<file path="config.mk">
export PLATFORM = sky130hd
export DESIGN_NAME = ssp_fifo
export DESIGN_NICKNAME = d
export VERILOG_FILES = /design/src/sprite_screen_projection_defines.svh /design/src/ssp_pkg.sv /design/src/ssp_fifo.sv
export SDC_FILE = /design/constraint.sdc
export NUM_CORES = 1
export LEC_CHECK = 0
export BUFFER_PORTS_ARGS = -buffer_cell sky130_fd_sc_hd__buf_2
export CAP_MARGIN = 20
export CORE_MARGIN = 1.5
export CORE_UTILIZATION = 30
export DETAILED_ROUTE_END_ITERATION = 10
export GPL_TIMING_DRIVEN = 1
export PLACE_DENSITY = 0.47
export RECOVER_POWER = 25
export SETUP_SLACK_MARGIN = 0.1
export SLEW_MARGIN = 20
export SYNTH_ARGS = -nofsm -noshare
export SYNTH_HDL_FRONTEND = slang
export SYNTH_SLANG_ARGS = --single-unit
</file>
<file path="constraint.sdc">
create_clock -name clk_i -period 8.7 [get_ports clk_i]
set_input_delay 1.74 -clock clk_i [delete_from_list [all_inputs] [get_ports clk_i]]
set_output_delay 1.74 -clock clk_i [all_outputs]
set_load 0.05 [all_outputs]
</file>
<file path="src/sprite_screen_projection_defines.svh">
// Assertion macros for the sprite screen projection block.
// Included by the top level; the bodies are empty when SYNTHESIS is defined.
`ifndef SPRITE_SCREEN_PROJECTION_DEFINES_SVH
`define SPRITE_SCREEN_PROJECTION_DEFINES_SVH
`ifndef SYNTHESIS
// Same-cycle implication.
`define SSP_ASSERT_IMP(label, clk, rst_n, ante, cons) \
  label: assert property (@(posedge clk) disable iff (!rst_n) (ante) |-> (cons)) \
    else $error("ssp assertion failed");
// Next-cycle implication.
`define SSP_ASSERT_NXT(label, clk, rst_n, ante, cons) \
  label: assert property (@(posedge clk) disable iff (!rst_n) (ante) |=> (cons)) \
    else $error("ssp assertion failed");
`else
`define SSP_ASSERT_IMP(label, clk, rst_n, ante, cons)
`define SSP_ASSERT_NXT(label, clk, rst_n, ante, cons)
`endif
`endif

</file>
<file path="src/ssp_pkg.sv">
// Shared types, constants and saturation helpers for the sprite projection block.
// No dependencies.
package ssp_pkg;

  localparam int DIR_FRAC = 14;
  localparam int CFG_W    = 13;
  localparam int DIV_DW   = 56;
  localparam int DIV_VW   = 32;
  localparam int DIV_CW   = $clog2(DIV_DW + 1);

  localparam logic [1:0] REG_SCREEN_WIDTH  = 2'd0;
  localparam logic [1:0] REG_SCREEN_HEIGHT = 2'd1;
  localparam logic [1:0] REG_HEIGHT_SCALE  = 2'd2;

  typedef struct packed {
    logic [CFG_W-1:0] screen_width;
    logic [CFG_W-1:0] screen_height;
    logic [15:0]      height_scale;
  } ssp_cfg_t;

  typedef struct packed {
    logic signed [41:0] num_lat;
    logic signed [41:0] num_dep;
    logic signed [32:0] det;
  } ssp_job_t;

  typedef struct packed {
    logic signed [27:0] depth;
    logic signed [15:0] center_column;
    logic [15:0]        sprite_size;
    logic [14:0]        start_column;
    logic signed [15:0] end_column;
    logic [11:0]        start_row;
    logic [11:0]        end_row;
    logic               invalid;
  } ssp_result_t;

  typedef enum logic [3:0] {
    ST_IDLE, ST_DIV1, ST_SAT, ST_MUL, ST_START2, ST_DIV2, ST_SCALE, ST_SIZE, ST_FIN
  } ssp_state_e;

  function automatic logic signed [27:0] sat28(input logic neg,
                                               input logic [DIV_DW-1:0] mag);
    logic signed [27:0] r;
    if (neg) begin
      if (mag > DIV_DW'(134217728)) r = 28'sh8000000;
      else r = -$signed(mag[27:0]);
    end else begin
      if (mag > DIV_DW'(134217727)) r = 28'sh7FFFFFF;
      else r = $signed(mag[27:0]);
    end
    return r;
  endfunction

  function automatic logic signed [15:0] sat16(input logic neg,
                                               input logic [DIV_DW-1:0] mag);
    logic signed [15:0] r;
    if (neg) begin
      if (mag > DIV_DW'(32768)) r = 16'sh8000;
      else r = -$signed(mag[15:0]);
    end else begin
      if (mag > DIV_DW'(32767)) r = 16'sh7FFF;
      else r = $signed(mag[15:0]);
    end
    return r;
  endfunction

endpackage

</file>
<file path="src/ssp_fifo.sv">
// Two-entry queue of jobs between the front end and the back end.
// Depends on ssp_pkg.
module ssp_fifo import ssp_pkg::*; (
  input  logic     clk_i,
  input  logic     rst_ni,
  input  logic     push_i,
  input  ssp_job_t data_i,
  input  logic     pop_i,
  output ssp_job_t data_o,
  output logic     full_o,
  output logic     empty_o
);

  ssp_job_t   mem [2];
  logic       wr_ptr_q, rd_ptr_q;
  logic [1:0] count_q;

  assign full_o  = (count_q == 2'd2);
  assign empty_o = (count_q == 2'd0);
  assign data_o  = mem[rd_ptr_q];

  always_ff @(posedge clk_i or negedge rst_ni) begin
    if (!rst_ni) begin
      wr_ptr_q <= 1'b0;
      rd_ptr_q <= 1'b0;
      count_q  <= 2'd0;
    end else begin
      if (push_i) wr_ptr_q <= !wr_ptr_q;
      if (pop_i) rd_ptr_q <= !rd_ptr_q;
      if (push_i && !pop_i) count_q <= count_q + 2'd1;
      else if (pop_i && !push_i) count_q <= count_q - 2'd1;
    end
  end

  always_ff @(posedge clk_i) begin
    if (push_i) mem[wr_ptr_q] <= data_i;
  end

endmodule

</file>
# Word level (Yosys, flattened, before mapping)
# Memories as Yosys holds them, arrays and structs flattened.
# Cells that the tools add are included.
[word_totals]
reg_bits = 4
ramBits = 234
input_bits = 121
output_inout_bits = 119
wordCells = 19
memories = 1
[mem_list]
columns = ["memory", "words", "width", "read_ports", "rd_clocked_by_memory_dff", "write_ports", "line", "source"]
rows = [
  ["mem", 2, 117, 1, 0, 1, "ssp_fifo.sv:14", "ssp_job_t mem [2];"],
]
[classes]
add_sub_neg = 2
n_eq_ne = 1
mux = 4
n_reduce_logical = 8
[ops]
columns = ["operator", "count"]
rows = [
  ["logical NOT 1 bit", 4],
  ["2-to-1 mux 2 bit", 2],
  ["adder 2 x 1 -> 2 bit (second input constant)", 1],
  ["equality test 2 bit (second input constant)", 1],
  ["logical AND 1 bit", 2],
  ["logical NOT 2 bit", 1],
  ["2-to-1 mux 1 bit", 2],
  ["nonzero test 2 bit", 1],
  ["subtractor 2 x 1 -> 2 bit (second input constant)", 1],
]

# Depth between registers and ports, before layout
# Gate-level depths: netlist of run 1.
[depth]
depth_word = 4
ltp_mapped = 5

# Least setup slack after synthesis of run 1
# No wires, ideal clock.
[synth_timing]
path_kind = "input -> register"
from = "in push_i"
to = "mem mem[0][0] in the netlist's numbering (enable)"
arrival_time_ns = 6.818
t_required_ns = 8.092
slack_ns = 1.273
cell_stages = 1
path_cell_list = "nor2b_1"
[synth_via]
elab_chain_cells = 2
[synth_lines]
columns = ["item", "line", "source"]
rows = [
  ["start, declared", "ssp_fifo.sv:6", "input logic push_i,"],
  ["2-to-1 mux 1 bit", "ssp_fifo.sv:36", "if (push_i) mem[wr_ptr_q] <= data_i;"],
  ["2-to-1 mux 1 bit (not written as such)", "ssp_fifo.sv:36", ""],
  ["end, declared", "ssp_fifo.sv:14", ""],
]
# No other way between the ends.

==> key figures, run 1 <==
Global route
  – Pin count of the biggest net entering global routing: 63
  – Global-route wire length before repair: 26300 µm
  – Initial antenna violation count: 2
  – All-Layer GR Usage: 11.2%
  – Gr ovfl total: 0
  – Number of global-route vias before repair: 4701

Worst setup path
  – Setup crit end kind: output pin
  – Crit-path cells: buf_4 > mux2_2 > buf_2
  – Crit path kind: reg -> out
  – Crit path largest cell delay: 0.99 ns
  – Worst EP arrival: 3.03 ns
  – Crit start category: flip-flop
  – Family with the most delay on the worst path: flip-flops
  – CP max-delay cell: dfrtp_4
  – Top fanout value on the critical path: 60
  – Worst Path Buf+Inv: 2
  – Worst Path Required: 6.96 ns

Power
  – Logic pwr share: 37.7%
  – Leak: 4.14 nW
  – Pint: 2.67 mW
  – Pwr Density: 394 mW/mm²
  – Reg power frac: 37.0%
  – Clock power frac: 25.2%
  – Sw Ratio: 39.5%
  – Peak supply drop: 0.212 mV
  – Net Switching: 1.74 mW
  – Total power: 4.41 mW

Synth
  – Post-synth EDFFs: 234
  – Post-synth top cells: edfxtp_1 (234), mux2_2 (97), mux2_4 (20)
  – Cells after synthesis: 380
  – Area share of the largest cell type after synthesis: 80.8%
  – Count leader, synth: edfxtp_1
  – Warning count from the yosys run: 0
  – Post-synth top flop: edfxtp_1
  – Yosys reg bits: 238
  – Sequential area share after synthesis: 82.0%
  – Post-synth design cell area: 0.00870 mm²
  – Post-synth cell types: 13
  – Synth area leaders: edfxtp_1 (81%), mux2_2 (13%), mux2_4 (3.5%), dfrtp_1 (1.2%), buf_2 (0.52%)
  – Area leader, netlist: edfxtp_1
  – Asr flop ratio synth: 1.68%
  – Mapped Avg Cell Area: 22.9 µm²
  – Post-synth net total: 502

Timing
  – Final Max Slew Viols: 0
  – Fmax: 0.210 GHz
  – Slew @ Worst Pin: 0.886 ns
  – Fin Setup TNS: 0 ns
  – Fin. Hold Viols: 0
  – Final worst path period need: 4.77 ns
  – Final Worst Setup Slack: 3.93 ns
  – Final worst path period share: 54.8%
  – Final setup vio count: 0
  – RSZ-0062 raised after global routing: false
  – Skew final: 0.00961 ns
  – Slew HR: 41.0%

Clocking
  – Post-CTS Setup Inserts: 0
  – Post-CTS Hold Fix Bufs: 0
  – H-tree depth: 1
  – CTS-repair resized insts: 0
  – CTS Sinks: 238
  – CTS tree: done
  – CTS clk-pin slew, worst paths: 0.06 ns
  – Clock Path Buffers: 3
  – CTS Buf Count: 27
  – Clk_lat worst skew: 0.52 ns
  – CTS Root Cell: clkbuf_16

Final layout
  – Multi-input logic area: 0.00149 mm²
  – NumNets Final: 761
  – Sequential cell area: 0.00713 mm²
  – Final design utilization: 39.0%
  – Post-Layout Cell Count: 1046
  – # fillers: 2676
  – Share of layout cells above drive strength 1: 55.6%
  – Area grow syn2layout: 28.5%

Placement
  – RePlAce Congestion: 0.702
  – Number of port buffers: 239
  – Number of instances in the placed design: 994
  – Post-DP HPWL: 11200 µm
  – Place WS: 4.41 ns

Floorplan
  – Top-Level Pins: 240
  – FP Rows: 62
  – Die W: 173 µm
  – Starting Density: 30.4%
  – Core box area: 0.0286 mm²
  – Die height: 173 µm
  – Full die area: 0.0300 mm²

Drt
  – Wirelength, routed: 17200 µm
  – Drt via density: 4.17
  – DRT iter0 DRCs: 218
  – Drt first pass iters: 4
  – WL/cell: 16.4 µm
  – Final ANT Viol Nets: 0
  – Vias: 4363
  – Drt drc: 0

Job
  – Max-Cap Viols: 0

Min path
  – Hold Path Class: reg -> reg

Run status
  – Status: finished clean
==> cells in the final DEF (no fill, tap or decap), types with 2 or more instances in the layout <==
cell type / n
edfxtp_1: 234
clkbuf_1: 41
clkinv_1: 5
nor2_1: 2
buf_4: 4
clkinv_2: 8
diode_2: 2
mux2_2: 97
clkbuf_8: 3
dfrtp_1: 3
xor2_1: 4
bufinv_16: 3
mux2_4: 20
clkbuf_16: 27
buf_2: 200
==> area by class of cell <==
type,instances,share of cell area (%)
Antenna cell,2,0.0448
Clock buffer,32,6.48
Clock inverter,18,1.51
Inverter,1,0.0336
Multi-Input combinational cell,128,13.3
Sequential cell,238,63.8
Tap cell,384,4.30
Timing Repair Buffer,243,10.5
==> power groups by stage <==
stage	Sequential (mW)	Combinational (mW)	Clock, mW
after global routing	1.66	1.74	1.20
after floorplan	1.61	1.40	0
after CTS	1.64	1.70	1.15
final	1.63	1.66	1.11
after global placement	1.65	1.68	0
after detailed placement	1.66	1.69	0
==> path summary, 6_finish.rpt <==
check                                start         end  slack [ns]  cells after the start
worst max-delay path              rd_ptr_q  data_o[75]        3.93                      3
worst min-delay path            count_q[1]  count_q[1]        0.49                      1
worst max register to register    wr_ptr_q   mem[1][0]        6.30                      2
worst min register to register  count_q[1]  count_q[1]        0.49                      1
max in group asynchronous           rst_ni    rd_ptr_q        7.43                      1
min in group asynchronous           rst_ni    wr_ptr_q        1.05                      1
==> state kept, by name (all words and copies together) (netlist names) <==
name,flops
mem,234
rd_ptr_q,1
count_q,2
wr_ptr_q,1
==> stage by stage <==
step	hold WS, ns	instance area, µm²
global placement	0.472	10300
detailed placement	0.486	10300
finish	0.492	11200
global route	0.526	11200
CTS	0.495	11200
floorplan	0.455	8700
==> worst register-to-register path, cell delays in order (launching register included) <==
cell and delay, ns:
dfrtp_1 0.41, and2_4 0.66, buf_4 0.90
==> metal layers <==
| layer | wire length [µm] | GRT usage, % |
|---|---|---|
| met5 | 0 | 0 |
| met4 | 330 | 3.37 |
| met3 | 1540 | 4.30 |
| met2 | 8120 | 18.4 |
| met1 | 7190 | 13.5 |
==> cells by family (layout without fill, tap and decap cells) <==
group / after synthesis / after routing / synth area share, %
muxes: 117 / 117 / 16.0
and+or+nand+nor: 5 / 5 / 0.302
adders and majority gates: 1 / 1 / 0.144
DFF: 238 / 238 / 82.0
buffers and inverters: 14 / 294 / 1.08
other: 0 / 2 / 0
xor gates and xnor gates: 5 / 5 / 0.504
(Power assumes the default switching activity.)
==> run 2, diff against run 1 <==
Settings changed: ABC_AREA set to 1, PLACE_DENSITY 0.47 to 0.49.
Clock period 8.7 ns to 4.35 ns, I/O delays scaled along.
==> run 2 against run 1 <==
Worst setup slack worse by 2.9 ns. Register-to-register slack worse by 3.7 ns. Critical endpoint is now data_o[1]. Wire length up 0.55%.
==> key figures, run 2 <==
Synth
  – Post-synth design cell area: 0.00872 mm²
  – Warning count from the yosys run: 0
  – Synth area leaders: edfxtp_1 (81%), mux2_2 (13%), mux2_4 (3.4%), dfrtp_1 (1.1%), buf_2 (0.52%)
  – Area share of the largest cell type after synthesis: 80.6%
  – Count leader, synth: edfxtp_1
  – Asr flop ratio synth: 1.68%
  – Cells after synthesis: 389
  – Post-synth net total: 511
  – Post-synth top cells: edfxtp_1 (234), mux2_2 (97), mux2_4 (20)
  – Post-synth top flop: edfxtp_1
  – Post-synth EDFFs: 234
  – Sequential area share after synthesis: 81.8%
  – Area leader, netlist: edfxtp_1
  – Mapped Avg Cell Area: 22.4 µm²
  – Post-synth cell types: 14
  – Yosys reg bits: 238

Placement
  – Number of instances in the placed design: 1005
  – Post-DP HPWL: 11600 µm
  – Number of port buffers: 239
  – RePlAce Congestion: 0.703

Final layout
  – NumNets Final: 771
  – Multi-input logic area: 0.00148 mm²
  – Sequential cell area: 0.00713 mm²
  – Commonest non-fill, non-tap cell in the layout: edfxtp_1
  – Area grow syn2layout: 28.0%
  – Most frequent cells in the layout: edfxtp_1 (234), buf_2 (214), mux2_2 (97)
  – # fillers: 2687
  – Share of layout cells above drive strength 1: 55.9%
  – Top flop regs: mem x234, count_q x2
  – Post-Layout Cell Count: 1050
  – Largest register by flop count: mem
  – Largest register FFs: 234

Worst setup path
  – Reg2Reg Setup Slack: 2.62 ns
  – Worst r2r dst: mem[0][9]
  – Setup crit end kind: output pin
  – RR Startpoint: wr_ptr_q
  – Worst EP arrival: 2.44 ns
  – Cells on worst reg2reg path: 2
  – Crit start category: flip-flop
  – Crit path kind: reg -> out
  – Worst Path Required: 3.48 ns
  – Top fanout value on the critical path: 34

Power
  – Leak: 4.16 nW
  – Total power: 8.67 mW
  – Peak supply drop: 0.376 mV
  – Pwr Density: 777 mW/mm²

Timing
  – Final Max Slew Viols: 0
  – Hold Slack: 0.175 ns
  – Final setup vio count: 0
  – Skew final: 0.0236 ns
  – RSZ-0062 raised after global routing: false
  – Slew HR: 36.9%
  – Fin. Hold Viols: 0
  – Slew @ Worst Pin: 0.946 ns
  – Final worst path period share: 76.0%
  – Fin Setup TNS: 0 ns
  – Fmax: 0.302 GHz
  – Final worst path period need: 3.31 ns

Global route
  – Global-route wire length before repair: 26700 µm
  – Pin count of the biggest net entering global routing: 66
  – Number of global-route vias before repair: 4902
  – Gr ovfl total: 0
  – All-Layer GR Usage: 11.3%
  – Initial antenna violation count: 1

Drt
  – Drt via density: 4.26
  – Final ANT Viol Nets: 0
  – Drt first pass iters: 4
  – DRT iter0 DRCs: 180
  – WL/cell: 16.4 µm
  – Wirelength, routed: 17300 µm
  – Drt drc: 0
  – Vias: 4477

Clocking
  – Post-CTS Hold Fix Bufs: 0
  – CTS Buf Count: 26
  – CTS-repair resized insts: 0
  – CTS tree: done
  – CTS Sinks: 238
  – Clock Path Buffers: 3
  – CTS clk-pin slew, worst paths: 0.06 ns
  – Post-CTS Setup Inserts: 0
  – CTS Root Cell: clkbuf_16
  – H-tree depth: 1
  – Clk_lat worst skew: 0.52 ns

Job
  – Max-Cap Viols: 0

Floorplan
  – Starting Density: 30.4%
  – Die W: 173 µm
  – FP Rows: 62
  – Top-Level Pins: 240
  – Core box area: 0.0286 mm²
  – Die height: 173 µm
  – Full die area: 0.0301 mm²

Min path
  – Hold Path Class: in -> async

Run status
  – Status: finished clean
[run 2: cell count changes in the layout (fill, tap and decap cells not counted), sizes merged, moves of 2 or more]
cell,delta
buf,+16
nand2,+5
clkinv,-6
inv,+4
clkinvlp,+2
nor2b,-2
xor2,-2
clkbuf,-13
[run 2: per-stage QoR]
step                      instance area [µm²]  util [%]  worst slack [ns]
after detailed placement                10400      36.3              1.53
after global routing                    11200      39.0             0.892
after floorplan                          8720         -             0.691
final                                   11200      39.0              1.04
after global placement                  10400      36.3              1.59
after CTS                               11200      39.1             0.961
[run 2: report_power, final]
part	internal, mW	leakage [nW]	switching [mW]
clock network	1.24	0.382	0.817
logic	0.941	1.53	2.45
registers	3.05	2.24	0.172
total	5.23	4.16	3.44
[run 2: cell families after synthesis]
group / after synthesis / synth area share [%]
multiplexers: 117 / 16.0
buffers and inverters: 20 / 1.34
XOR/XNOR: 3 / 0.302
AND/OR/NAND/NOR: 10 / 0.474
flip-flops: 238 / 81.8
adder cells (fa/ha/maj): 1 / 0.144
[run 2: how the worst max path moves through the flow]
stage               startpoint    endpoint  slack (ns)  cells after the start
finish                rd_ptr_q   data_o[1]        1.04                      3
global route          rd_ptr_q  data_o[52]        0.89                      3
CTS                   rd_ptr_q  data_o[52]        0.96                      3
detailed placement    rd_ptr_q  data_o[52]        1.53                      3
global placement      rd_ptr_q  data_o[76]        1.59                      3
floorplan               push_i   mem[1][0]        0.69                      2
[run 2: critical path, cell delays in order (launching register included)]
cell and delay (ns):
dfrtp_4 0.76, buf_4 0.49, mux2_2 0.39, buf_2 0.21
[run 2: per-layer routing]
| metal | wire length (µm) | track usage (%) |
|---|---|---|
| met1 | 6890 | 13.2 |
| met2 | 8420 | 19.7 |
| met3 | 1460 | 3.71 |
| met4 | 484 | 3.48 |
| met5 | 13 | 0 |
[run 2: area by class of cell]
class                   count  share of cell area, %
clock inverters            11                  0.919
diodes                      1                 0.0224
multi-input cells         131                   13.3
well taps                 384                   4.31
inverters                   7                  0.258
repair buffers            245                   11.1
flip-flops and latches    238                   63.9
clock buffers              33                   6.26
