## src/sprite_screen_projection_defines.svh

```systemverilog
// Assertion macros for the sprite screen projection block.
// Included by the top level; the bodies are empty when SYNTHESIS is defined.
`ifndef SPRITE_SCREEN_PROJECTION_DEFINES_SVH
`define SPRITE_SCREEN_PROJECTION_DEFINES_SVH
`ifndef SYNTHESIS
// Same-cycle implication.
`define SSP_ASSERT_IMP(label, clk, rst_n, ante, cons) \
  label: assert property (@(posedge clk) disable iff (!rst_n) (ante) |-> (cons)) \
    else $error("ssp assertion failed");
// Next-cycle implication.
`define SSP_ASSERT_NXT(label, clk, rst_n, ante, cons) \
  label: assert property (@(posedge clk) disable iff (!rst_n) (ante) |=> (cons)) \
    else $error("ssp assertion failed");
`else
`define SSP_ASSERT_IMP(label, clk, rst_n, ante, cons)
`define SSP_ASSERT_NXT(label, clk, rst_n, ante, cons)
`endif
`endif

```

## src/ssp_pkg.sv

```systemverilog
// Shared types, constants and saturation helpers for the sprite projection block.
// No dependencies.
package ssp_pkg;

  localparam int DIR_FRAC = 14;
  localparam int CFG_W    = 13;
  localparam int DIV_DW   = 56;
  localparam int DIV_VW   = 32;
  localparam int DIV_CW   = $clog2(DIV_DW + 1);

  localparam logic [1:0] REG_SCREEN_WIDTH  = 2'd0;
  localparam logic [1:0] REG_SCREEN_HEIGHT = 2'd1;
  localparam logic [1:0] REG_HEIGHT_SCALE  = 2'd2;

  typedef struct packed {
    logic [CFG_W-1:0] screen_width;
    logic [CFG_W-1:0] screen_height;
    logic [15:0]      height_scale;
  } ssp_cfg_t;

  typedef struct packed {
    logic signed [41:0] num_lat;
    logic signed [41:0] num_dep;
    logic signed [32:0] det;
  } ssp_job_t;

  typedef struct packed {
    logic signed [27:0] depth;
    logic signed [15:0] center_column;
    logic [15:0]        sprite_size;
    logic [14:0]        start_column;
    logic signed [15:0] end_column;
    logic [11:0]        start_row;
    logic [11:0]        end_row;
    logic               invalid;
  } ssp_result_t;

  typedef enum logic [3:0] {
    ST_IDLE, ST_DIV1, ST_SAT, ST_MUL, ST_START2, ST_DIV2, ST_SCALE, ST_SIZE, ST_FIN
  } ssp_state_e;

  function automatic logic signed [27:0] sat28(input logic neg,
                                               input logic [DIV_DW-1:0] mag);
    logic signed [27:0] r;
    if (neg) begin
      if (mag > DIV_DW'(134217728)) r = 28'sh8000000;
      else r = -$signed(mag[27:0]);
    end else begin
      if (mag > DIV_DW'(134217727)) r = 28'sh7FFFFFF;
      else r = $signed(mag[27:0]);
    end
    return r;
  endfunction

  function automatic logic signed [15:0] sat16(input logic neg,
                                               input logic [DIV_DW-1:0] mag);
    logic signed [15:0] r;
    if (neg) begin
      if (mag > DIV_DW'(32768)) r = 16'sh8000;
      else r = -$signed(mag[15:0]);
    end else begin
      if (mag > DIV_DW'(32767)) r = 16'sh7FFF;
      else r = $signed(mag[15:0]);
    end
    return r;
  endfunction

endpackage

```

## src/ssp_div.sv

```systemverilog
// Radix-2 restoring divider on unsigned magnitudes, one quotient bit a cycle.
// Depends on ssp_pkg.
module ssp_div import ssp_pkg::*; (
  input  logic              clk_i,
  input  logic              rst_ni,
  input  logic              start_i,
  input  logic [DIV_DW-1:0] dividend_i,
  input  logic [DIV_VW-1:0] divisor_i,
  output logic              done_o,
  output logic [DIV_DW-1:0] quotient_o
);

  logic [DIV_DW-1:0] quo_q;
  logic [DIV_VW-1:0] rem_q, div_q;
  logic [DIV_CW-1:0] cnt_q;
  logic              done_q;
  logic [DIV_VW:0]   rem_sh, rem_sub;
  logic              bit_ok;

  assign rem_sh  = {rem_q, quo_q[DIV_DW-1]};
  assign rem_sub = rem_sh - {1'b0, div_q};
  assign bit_ok  = (rem_sh >= {1'b0, div_q});

  assign done_o     = done_q;
  assign quotient_o = quo_q;

  always_ff @(posedge clk_i or negedge rst_ni) begin
    if (!rst_ni) begin
      cnt_q  <= '0;
      done_q <= 1'b0;
    end else begin
      done_q <= 1'b0;
      if (start_i) begin
        cnt_q <= DIV_CW'(DIV_DW);
      end else if (cnt_q != '0) begin
        cnt_q <= cnt_q - DIV_CW'(1);
        if (cnt_q == DIV_CW'(1)) done_q <= 1'b1;
      end
    end
  end

  always_ff @(posedge clk_i) begin
    if (start_i) begin
      quo_q <= dividend_i;
      rem_q <= '0;
      div_q <= divisor_i;
    end else if (cnt_q != '0) begin
      quo_q <= {quo_q[DIV_DW-2:0], bit_ok};
      rem_q <= bit_ok ? rem_sub[DIV_VW-1:0] : rem_sh[DIV_VW-1:0];
    end
  end

endmodule

```

## src/ssp_back.sv

```systemverilog
// Back end: sequence the divisions, saturate, scale and clamp into the result register.
// Depends on ssp_pkg and ssp_div.
module ssp_back import ssp_pkg::*; #(
  parameter int FRAC_BITS = 12
) (
  input  logic        clk_i,
  input  logic        rst_ni,
  input  ssp_cfg_t    cfg_i,
  input  ssp_job_t    job_i,
  input  logic        empty_i,
  output logic        pop_o,
  output logic        out_valid_o,
  input  logic        out_stall_i,
  output ssp_result_t res_o
);

  localparam int BASE_W = CFG_W + FRAC_BITS;

  ssp_state_e state_q, state_d;

  logic                div_start, div_done_a, div_done_b;
  logic [DIV_DW-1:0]   dvd_a, dvd_b, quo_a, quo_b;
  logic [DIV_VW-1:0]   dvs;
  logic                load_out, out_free;

  logic                lat_neg_q, dep_neg_q, inv_q;
  logic signed [27:0]  lat_q, dep_q;
  logic signed [41:0]  prod_q;
  logic signed [15:0]  ccol_q;
  logic [BASE_W-1:0]   base_q;
  logic [15:0]         size_q;
  logic                out_valid_q;
  ssp_result_t         res_q, res_d;

  logic [41:0]         mag_lat, mag_dep, mag_prod;
  logic [32:0]         mag_det;
  logic [27:0]         mag_dep_q;
  logic [BASE_W+15:0]  size_prod;
  logic [BASE_W+7:0]   size_shr;

  logic [14:0]         half_sz;
  logic signed [17:0]  hsz_s, hh_s, h_s, w_s, ccol_s;
  logic signed [17:0]  srow_w, erow_w, scol_w, ecol_w;

  // Magnitudes for the two division phases
  assign mag_lat   = job_i.num_lat[41] ? 42'(-job_i.num_lat) : 42'(job_i.num_lat);
  assign mag_dep   = job_i.num_dep[41] ? 42'(-job_i.num_dep) : 42'(job_i.num_dep);
  assign mag_det   = job_i.det[32] ? 33'(-job_i.det) : 33'(job_i.det);
  assign mag_prod  = prod_q[41] ? 42'(-prod_q) : 42'(prod_q);
  assign mag_dep_q = dep_q[27] ? 28'(-dep_q) : 28'(dep_q);

  assign out_free = !out_valid_q || !out_stall_i;

  // Next state
  always_comb begin
    state_d = state_q;
    unique case (state_q)
      ST_IDLE:   if (!empty_i) state_d = (job_i.det == '0) ? ST_FIN : ST_DIV1;
      ST_DIV1:   if (div_done_a && div_done_b) state_d = ST_SAT;
      ST_SAT:    state_d = ST_MUL;
      ST_MUL:    state_d = (dep_q == '0) ? ST_FIN : ST_START2;
      ST_START2: state_d = ST_DIV2;
      ST_DIV2:   if (div_done_a && div_done_b) state_d = ST_SCALE;
      ST_SCALE:  state_d = ST_SIZE;
      ST_SIZE:   state_d = ST_FIN;
      ST_FIN:    if (out_free) state_d = ST_IDLE;
      default:   state_d = ST_IDLE;
    endcase
  end

  // Control outputs
  always_comb begin
    pop_o     = 1'b0;
    div_start = 1'b0;
    load_out  = 1'b0;
    dvd_a     = {mag_lat, DIR_FRAC'(0)};
    dvd_b     = {mag_dep, DIR_FRAC'(0)};
    dvs       = mag_det[DIV_VW-1:0];
    unique case (state_q)
      ST_IDLE: begin
        pop_o     = !empty_i;
        div_start = !empty_i && (job_i.det != '0);
      end
      ST_START2: begin
        div_start = 1'b1;
        dvd_a     = DIV_DW'(mag_prod);
        dvd_b     = DIV_DW'(cfg_i.screen_height) << FRAC_BITS;
        dvs       = DIV_VW'(mag_dep_q);
      end
      ST_FIN: load_out = out_free;
      default: ;
    endcase
  end

  ssp_div u_div_a (
    .clk_i, .rst_ni, .start_i(div_start), .dividend_i(dvd_a), .divisor_i(dvs),
    .done_o(div_done_a), .quotient_o(quo_a)
  );

  ssp_div u_div_b (
    .clk_i, .rst_ni, .start_i(div_start), .dividend_i(dvd_b), .divisor_i(dvs),
    .done_o(div_done_b), .quotient_o(quo_b)
  );

  assign size_prod = base_q * cfg_i.height_scale;
  assign size_shr  = size_prod[BASE_W+15:8];

  always_ff @(posedge clk_i or negedge rst_ni) begin
    if (!rst_ni) begin
      state_q     <= ST_IDLE;
      out_valid_q <= 1'b0;
    end else begin
      state_q <= state_d;
      if (load_out) out_valid_q <= 1'b1;
      else if (!out_stall_i) out_valid_q <= 1'b0;
    end
  end

  always_ff @(posedge clk_i) begin
    unique case (state_q)
      ST_IDLE: if (!empty_i) begin
        lat_neg_q <= job_i.num_lat[41] ^ job_i.det[32];
        dep_neg_q <= job_i.num_dep[41] ^ job_i.det[32];
        inv_q     <= (job_i.det == '0);
      end
      ST_SAT: begin
        lat_q <= sat28(lat_neg_q, quo_a);
        dep_q <= sat28(dep_neg_q, quo_b);
      end
      ST_MUL: begin
        prod_q <= $signed({1'b0, cfg_i.screen_width[CFG_W-1:1]}) * (29'(dep_q) + 29'(lat_q));
        inv_q  <= (dep_q == '0);
      end
      ST_SCALE: begin
        ccol_q <= sat16(prod_q[41] ^ dep_q[27], quo_a);
        base_q <= quo_b[BASE_W-1:0];
      end
      ST_SIZE: size_q <= (size_shr > (BASE_W+8)'(65535)) ? 16'hFFFF : size_shr[15:0];
      default: ;
    endcase
    if (load_out) res_q <= res_d;
  end

  // Draw bounds from the registered size and centre
  always_comb begin
    half_sz = size_q[15:1];
    hsz_s   = $signed(18'(half_sz));
    hh_s    = $signed(18'(cfg_i.screen_height[CFG_W-1:1]));
    h_s     = $signed(18'(cfg_i.screen_height));
    w_s     = $signed(18'(cfg_i.screen_width));
    ccol_s  = 18'(ccol_q);

    srow_w = hh_s - hsz_s;
    if (srow_w < 0) srow_w = '0;
    erow_w = hsz_s + hh_s;
    if (erow_w >= h_s) erow_w = h_s - 18'sd1;
    if (erow_w < 0) erow_w = '0;
    else if (erow_w > 18'sd4095) erow_w = 18'sd4095;

    scol_w = ccol_s - hsz_s;
    if (scol_w < 0) scol_w = '0;
    ecol_w = hsz_s + ccol_s;
    if (ecol_w >= w_s) ecol_w = w_s - 18'sd1;
    if (ecol_w > 18'sd4095) ecol_w = 18'sd4095;

    res_d = '0;
    if (inv_q) begin
      res_d.invalid = 1'b1;
    end else begin
      res_d.depth         = dep_q;
      res_d.center_column = ccol_q;
      res_d.sprite_size   = size_q;
      res_d.start_column  = scol_w[14:0];
      res_d.end_column    = ecol_w[15:0];
      res_d.start_row     = srow_w[11:0];
      res_d.end_row       = erow_w[11:0];
    end
  end

  assign out_valid_o = out_valid_q;
  assign res_o       = res_q;

endmodule

```

## config.mk

```make
export PLATFORM = sky130hd
export DESIGN_NAME = ssp_back
export DESIGN_NICKNAME = d
export VERILOG_FILES = /design/src/sprite_screen_projection_defines.svh /design/src/ssp_pkg.sv /design/src/ssp_div.sv /design/src/ssp_back.sv
export SDC_FILE = /design/constraint.sdc
export NUM_CORES = 2
export LEC_CHECK = 0
export BUFFER_PORTS_ARGS = -buffer_cell sky130_fd_sc_hd__buf_2
export CAP_MARGIN = 20
export CORE_ASPECT_RATIO = 1.1
export CORE_UTILIZATION = 35
export CTS_CLUSTER_SIZE = 28
export DETAILED_ROUTE_END_ITERATION = 16
export GPL_TIMING_DRIVEN = 0
export PLACE_DENSITY = 0.53
export SETUP_SLACK_MARGIN = 0.5
export SLEW_MARGIN = 5
export SYNTH_ARGS = -nofsm -noshare
export SYNTH_HDL_FRONTEND = slang
export SYNTH_SLANG_ARGS = --single-unit
```

## constraint.sdc

```tcl
create_clock -name clk_i -period 12.5 [get_ports clk_i]
set_input_delay 1.25 -clock clk_i [delete_from_list [all_inputs] [get_ports clk_i]]
set_output_delay 1.25 -clock clk_i [all_outputs]
set_load 0.02 [all_outputs]
```

# After elaboration in Yosys (flattened, before gate mapping)
# Index checks and enable logic that the tools add are counted.
# W data, S select, Z words.
[op_classes]
n_addsub = 19
n_mul = 2
div = 0
order_cmp = 16
n_eq_ne = 15
shifts = 0
mux = 52
n_bitwise = 4
n_reduce_logical = 22
[op_table]
columns = ["cell", "n"]
rows = [
  ["$mux W56", 6],
  ["$mux W28", 8],
  ["$mux W42", 3],
  ["$neg A42 Y42", 3],
  ["$gt A56 B27 Y1 const B", 2],
  ["$gt A56 B28 Y1 const B", 2],
  ["$mux W32", 3],
  ["$neg A28 Y28", 3],
  ["$ge A33 B32 Y1", 2],
  ["$sub A32 B32 Y32", 2],
  ["$gt A56 B15 Y1 const B", 1],
  ["$gt A56 B16 Y1 const B", 1],
  ["$mux W16", 3],
  ["$mul A13 B29 Y42", 1],
  ["$mul A25 B16 Y41", 1],
  ["$gt A18 B13 Y1 const B", 2],
  ["$mux W18", 2],
  ["$pmux W4 S9", 1],
  ["$gt A33 B16 Y1 const B", 1],
  ["$logic_not A33 Y1", 1],
  ["$reduce_bool A33 Y1", 1],
  ["$neg A32 Y32", 1],
  ["$add A28 B28 Y29", 1],
  ["$logic_not A28 Y1", 1],
  ["35 further kinds", 78],
]
[totals]
reg_bits = 501
latchBits = 0
ram_bits = 0
rom_bits = 0
out_inout_bits = 118
memories = 0

# Depth between registers and ports, before layout
[depth]
word_depth = 5
depth_mapped = 32
ltp_nobuf = 31

# Modules after synthesis
# From an unflattened synthesis, not the netlist that was laid out.
[hier_totals]
hier_cells = 6431
area_unflattened_um2 = 59505.8
[by_module_without_submodules]
columns = ["module", "n_inst", "cells_per_inst", "area_per_inst_um2"]
rows = [
  ["ssp_back", 1, 5171, 45717.6],
  ["ssp_div at u_div_a", 1, 653, 7013.0],
  ["ssp_div at u_div_b", 1, 607, 6775.2],
]

# Worst setup path after synthesis
# OpenSTA, ideal clock, no wires.
[synth_timing]
path_kind = "reg2reg"
from = "register dep_q[0]"
to = "register prod_q[40] (data pin)"
arrival_time_ns = 8.172
setup_slack_ns = 4.070
stages_incl_launch_ff = 31
path_buffers = 1
cell_sequence = "edfxtp_1 > ha_1 > fa_1 > a21o_1 > a21o_1 > a21oi_1 > o21ai_0 > a2111oi_0 > or3_1 > a21o_1 > a21oi_1 > o31ai_1 > clkbuf_1 > nand2_1 > fa_1 > inv_1 > fa_1 > fa_1 > fa_1 > fa_1 > ha_1 > a21o_1 > a21oi_1 > nor2b_1 > o211ai_1 > nand2_1 > a31o_2 > or4_1 > a31o_2 > a21oi_1 > xnor2_1"
[synth_between]
elab_chain_len = 2
[synth_lines]
columns = ["item", "line_no", "source"]
rows = [
  ["from (decl)", "ssp_back.sv:27", "logic signed [27:0] lat_q, dep_q;"],
  ["from (signal assigned)", "ssp_back.sv:128", "dep_q <= sat28(dep_neg_q, quo_b);"],
  ["$add A28 B28 Y29", "ssp_back.sv:131", "prod_q <= $signed({1'b0, cfg_i.screen_width[CFG_W-1:1]}) * (29'(dep_q) + 29'(lat_q));"],
  ["$mul A13 B29 Y42", "ssp_back.sv:131", ""],
  ["to (signal assigned)", "ssp_back.sv:131", ""],
  ["to (decl)", "ssp_back.sv:28", "logic signed [41:0] prod_q;"],
]
# Every way passes these cells.
# A chain may end at the register's enable or synchronous reset.

# Worst setup path after layout
[layout_timing]
from = "register dep_q[0]"
to = "register prod_q[41] (data pin)"
# The elaborated chain is that of the path after synthesis.

==> key figures <==
Timing
  – Unrepaired setup endpoints after global routing: false
  – Fmax: 0.0980 GHz
  – Fin. Hold Viols: 0
  – Slew @ Worst Pin: ~1.2 ns
  – Clk_skew: about 0.035 ns
  – Setup violations, final: 0
  – Setup_tns: 0 ns
  – Crit share post-route: 0.817
  – Final min period: 10.21 ns
  – Hold Slack: about 0.48 ns
  – Max-slew violations: 0
  – Slew HR: 0.215

Finish
  – # fillers: 16400
  – Area Overhead vs Synth: 11.1%
  – Nets: 7849
  – Layout cells sized above 1: 0.0675

Place
  – Port Buffers: approximately 280
  – Placer Congestion: approximately 0.95
  – Detailed Place HPWL: around 170000 µm

Detailed routing
  – Iter 0 DRT Violations: 3470
  – Via count: between 40000 and 50000
  – DRC viols: 0
  – Final WL: a little over 200000 µm
  – Via density: around 5.4
  – DR pass1 iterations: 6
  – WL/cell: roughly 23 µm
  – DRT antenna net count: 0

Floorplan
  – Num rows: 155
  – CORE AREA: around 160000 µm²
  – IO Pins: 281
  – Starting density of the core: 0.353
  – Die Area: ~170000 µm²
  – Die height: around 430 µm
  – Die span in x: around 390 µm

Logic synthesis
  – Seq cells post-synth: roughly 500
  – Synth area leader: fa_1
  – Most numerous cell in the Yosys netlist: inv_1
  – Sequential area share after synthesis: 0.249
  – Mux contribution to synthesized area: 0.00782
  – Xor and xnor area share after synthesis: 0.0563
  – Primary FF master, synth: edfxtp_1
  – Synth async-reset ratio: 0.0379
  – Synth warn: 0
  – Synth area leaders: fa_1 (22%), edfxtp_1 (22%), ha_1 (8.5%)
  – Syn Area/Cell: 9.09 µm²
  – Simple-Gate Fraction of Synth Area: 0.175
  – Largest family of logic cells by synthesized area: adder cells
  – Adder-cell share of the synthesized area: 0.306
  – Netlist cell types: 85
  – Compound-Gate Fraction of Synth Area: 0.131
  – Cell area after synthesis: roughly 57000 µm²
  – Post-synth EDFFs: about 420
  – Top cell type's share of synthesized area: 0.221
  – Commonest cells post-synth: inv_1 (843), nand2_1 (817), fa_1 (634), edfxtp_1 (418), ha_1 (388)
  – Cells after Synth: roughly 6300
  – Syn Nets: 7500

Critical path
  – R2r setup slk: 2.29 ns
  – Crit Path Max Fanout: 10
  – Register-to-Register Path Depth: 29
  – CP startpoint kind: flop
  – Slowest CP cell: a2111oi_0
  – CP Capture Type: flop
  – CP endpoint: prod_q[41]
  – Crit. Startpoint: dep_q[0]
  – CP dominant cell by count: fa_1
  – Biggest cell delay along the critical path: approximately 0.80 ns
  – Worst setup path class: reg -> reg
  – Crit path DAT: 10.61 ns
  – Req. time, crit path: 12.90 ns
  – R2R Path End: prod_q[41]
  – Reg2reg start: dep_q[0]

CTS
  – CTS Hold Bufs: 0
  – Clock-pin slew on the worst setup and hold paths: ~0.06 ns
  – Clk buf depth: 3
  – Num CTS Buffers: between 50 and 60
  – Clk Latency, worst-skew pair: 0.66 ns
  – Clk root buf: clkbuf_16
  – Num Clock Sinks: ~500
  – CTS tree: yes
  – CTS resizes: 0
  – H-tree depth: 2
  – Setup Fix Bufs, Post-CTS: 0

Pwr
  – LEAKAGE: roughly 28 nW
  – VDD IR-drop max: a little under 0.2 mV
  – P per Cell Area: about 200 nW/µm²

Hold path
  – Hold Crit Depth: 2
  – Worst min path class: reg -> reg

Global route
  – Met2 Usage GRT: 0.414
  – Initial antenna violation count: 22
  – Vias in the first global route: approximately 48000
  – Pin count of the biggest net entering global routing: 57
  – First-pass GRT wire length: a little over 300000 µm
  – Total track usage: 0.240
  – GR Overflow Total: 0
  – Met1 usage: 0.311
  – GRT met3 Usage: 0.0249
  – Gr busiest metal: met2

Run
  – Max-cap violations: 0

Status
  – Status: finished clean
==> sequential cells by signal (all words and copies together), names as in the netlist <==
| signal | flops |
|---|---|
| res_o | 116 |
| u_div_a.quotient_o | 56 |
| u_div_b.quotient_o | 56 |
| prod_q | 42 |
| u_div_a.rem_q | 32 |
| u_div_b.div_q | 32 |
| u_div_b.rem_q | 32 |
| dep_q | 28 |
| lat_q | 28 |
| base_q | 25 |
| ccol_q | 16 |
| size_q | 16 |
| u_div_a.cnt_q | 6 |
| u_div_b.cnt_q | 6 |
| state_q | 4 |
| dep_neg_q | 1 |
| inv_q | 1 |
| lat_neg_q | 1 |
| out_valid_o | 1 |
| u_div_a.done_o | 1 |
| u_div_b.done_o | 1 |
==> report_power, final <==
part | switching, mW | internal (mW)
Clock | 0.750 | 1.07
Combinational | 5.03 | 3.42
Sequential | 0.387 | 2.46
Total | 6.17 | 6.95
==> cell families after synthesis <==
group	count (synthesis)
simple gates	2062
xor+xnor	369
mux	44
buf+inv	1151
flops	501
compound gates	1166
fa+ha+maj	1022
==> metrics by stage <==
stage                     power, mW  utilization  std cells  cell area [µm²]  setup WS, ns
final                          13.1        0.393       8849            63800          2.29
after global routing           14.3        0.393       8840            63800          1.82
after CTS                      13.1        0.392       8831            63800          2.40
after detailed placement       11.2        0.380       8721            61700          2.15
after global placement         11.2        0.378       8709            61500          2.07
after floorplan                8.93            -       6315            57400          4.07
==> per-layer routing <==
| metal | vias to the layer above | wire length [µm] |
|---|---|---|
| met5 | - | 75 |
| met2 | 1540 | 98000 |
| met3 | 320 | 11000 |
| met1 | 23900 | 84400 |
| li1 | 21900 | - |
| met4 | 12 | 7840 |
==> worst max-delay path, delay by kind of cell, from the launching register on <==
kind	cells	cell delay [ns]
buffers and inverters	4	0.71
adder cells (fa/ha/maj)	8	3.77
flip-flops	1	0.59
XOR/XNOR	1	0.10
AND/OR/NAND/NOR	4	1.06
AO/OA/AOI/OAI	12	3.72
==> cell usage in the layout, fill, tap and decap left out, types with 43 or more instances in the layout <==
cell type / synthesis / final
a211oi_1: 55 / 55
a21o_1: 87 / 87
a21oi_1: 256 / 255
and2_1: 318 / 318
buf_2: 1 / 277
clkbuf_1: 297 / 301
clkbuf_16: 0 / 60
dfxtp_1: 64 / 64
edfxtp_1: 418 / 418
fa_1: 634 / 634
ha_1: 388 / 388
inv_1: 843 / 841
nand2_1: 817 / 817
nand2b_1: 48 / 48
nand3_1: 133 / 133
nor2_1: 283 / 279
nor2b_1: 78 / 78
nor3_1: 88 / 88
o211ai_1: 43 / 43
o21ai_0: 343 / 343
o311ai_0: 48 / 48
o31ai_1: 62 / 62
or3_1: 60 / 60
or4_1: 44 / 44
xnor2_1: 180 / 180
xor2_1: 189 / 189
==> cell type report <==
type	instances	area (µm²)	share of cell area
Multi-Input combinational cell	4663	38800	0.609
Sequential cell	501	14300	0.224
Inverter	844	3170	0.0497
Tap cell	2119	2650	0.0415
Timing Repair Buffer	288	1610	0.0252
Clock buffer	66	1530	0.0240
Buffer	307	1150	0.0181
Clock inverter	44	503	0.00788
Antenna cell	17	42.5	0.000667
==> how the worst min path moves through the flow <==
stage / startpoint / end / slack (ns)
2_1_floorplan: u_div_b.rem_q[31] / u_div_b.rem_q[31] / 0.44
3_3_place_gp: u_div_b.rem_q[18] / u_div_b.rem_q[18] / 0.46
3_5_place_dp: u_div_b.rem_q[4] / u_div_b.rem_q[4] / 0.47
4_1_cts: u_div_b.rem_q[18] / u_div_b.rem_q[18] / 0.48
5_1_grt: u_div_a.rem_q[20] / u_div_a.rem_q[20] / 0.50
6_report: u_div_b.rem_q[4] / u_div_b.rem_q[4] / 0.48
(Power assumes the default switching activity.)
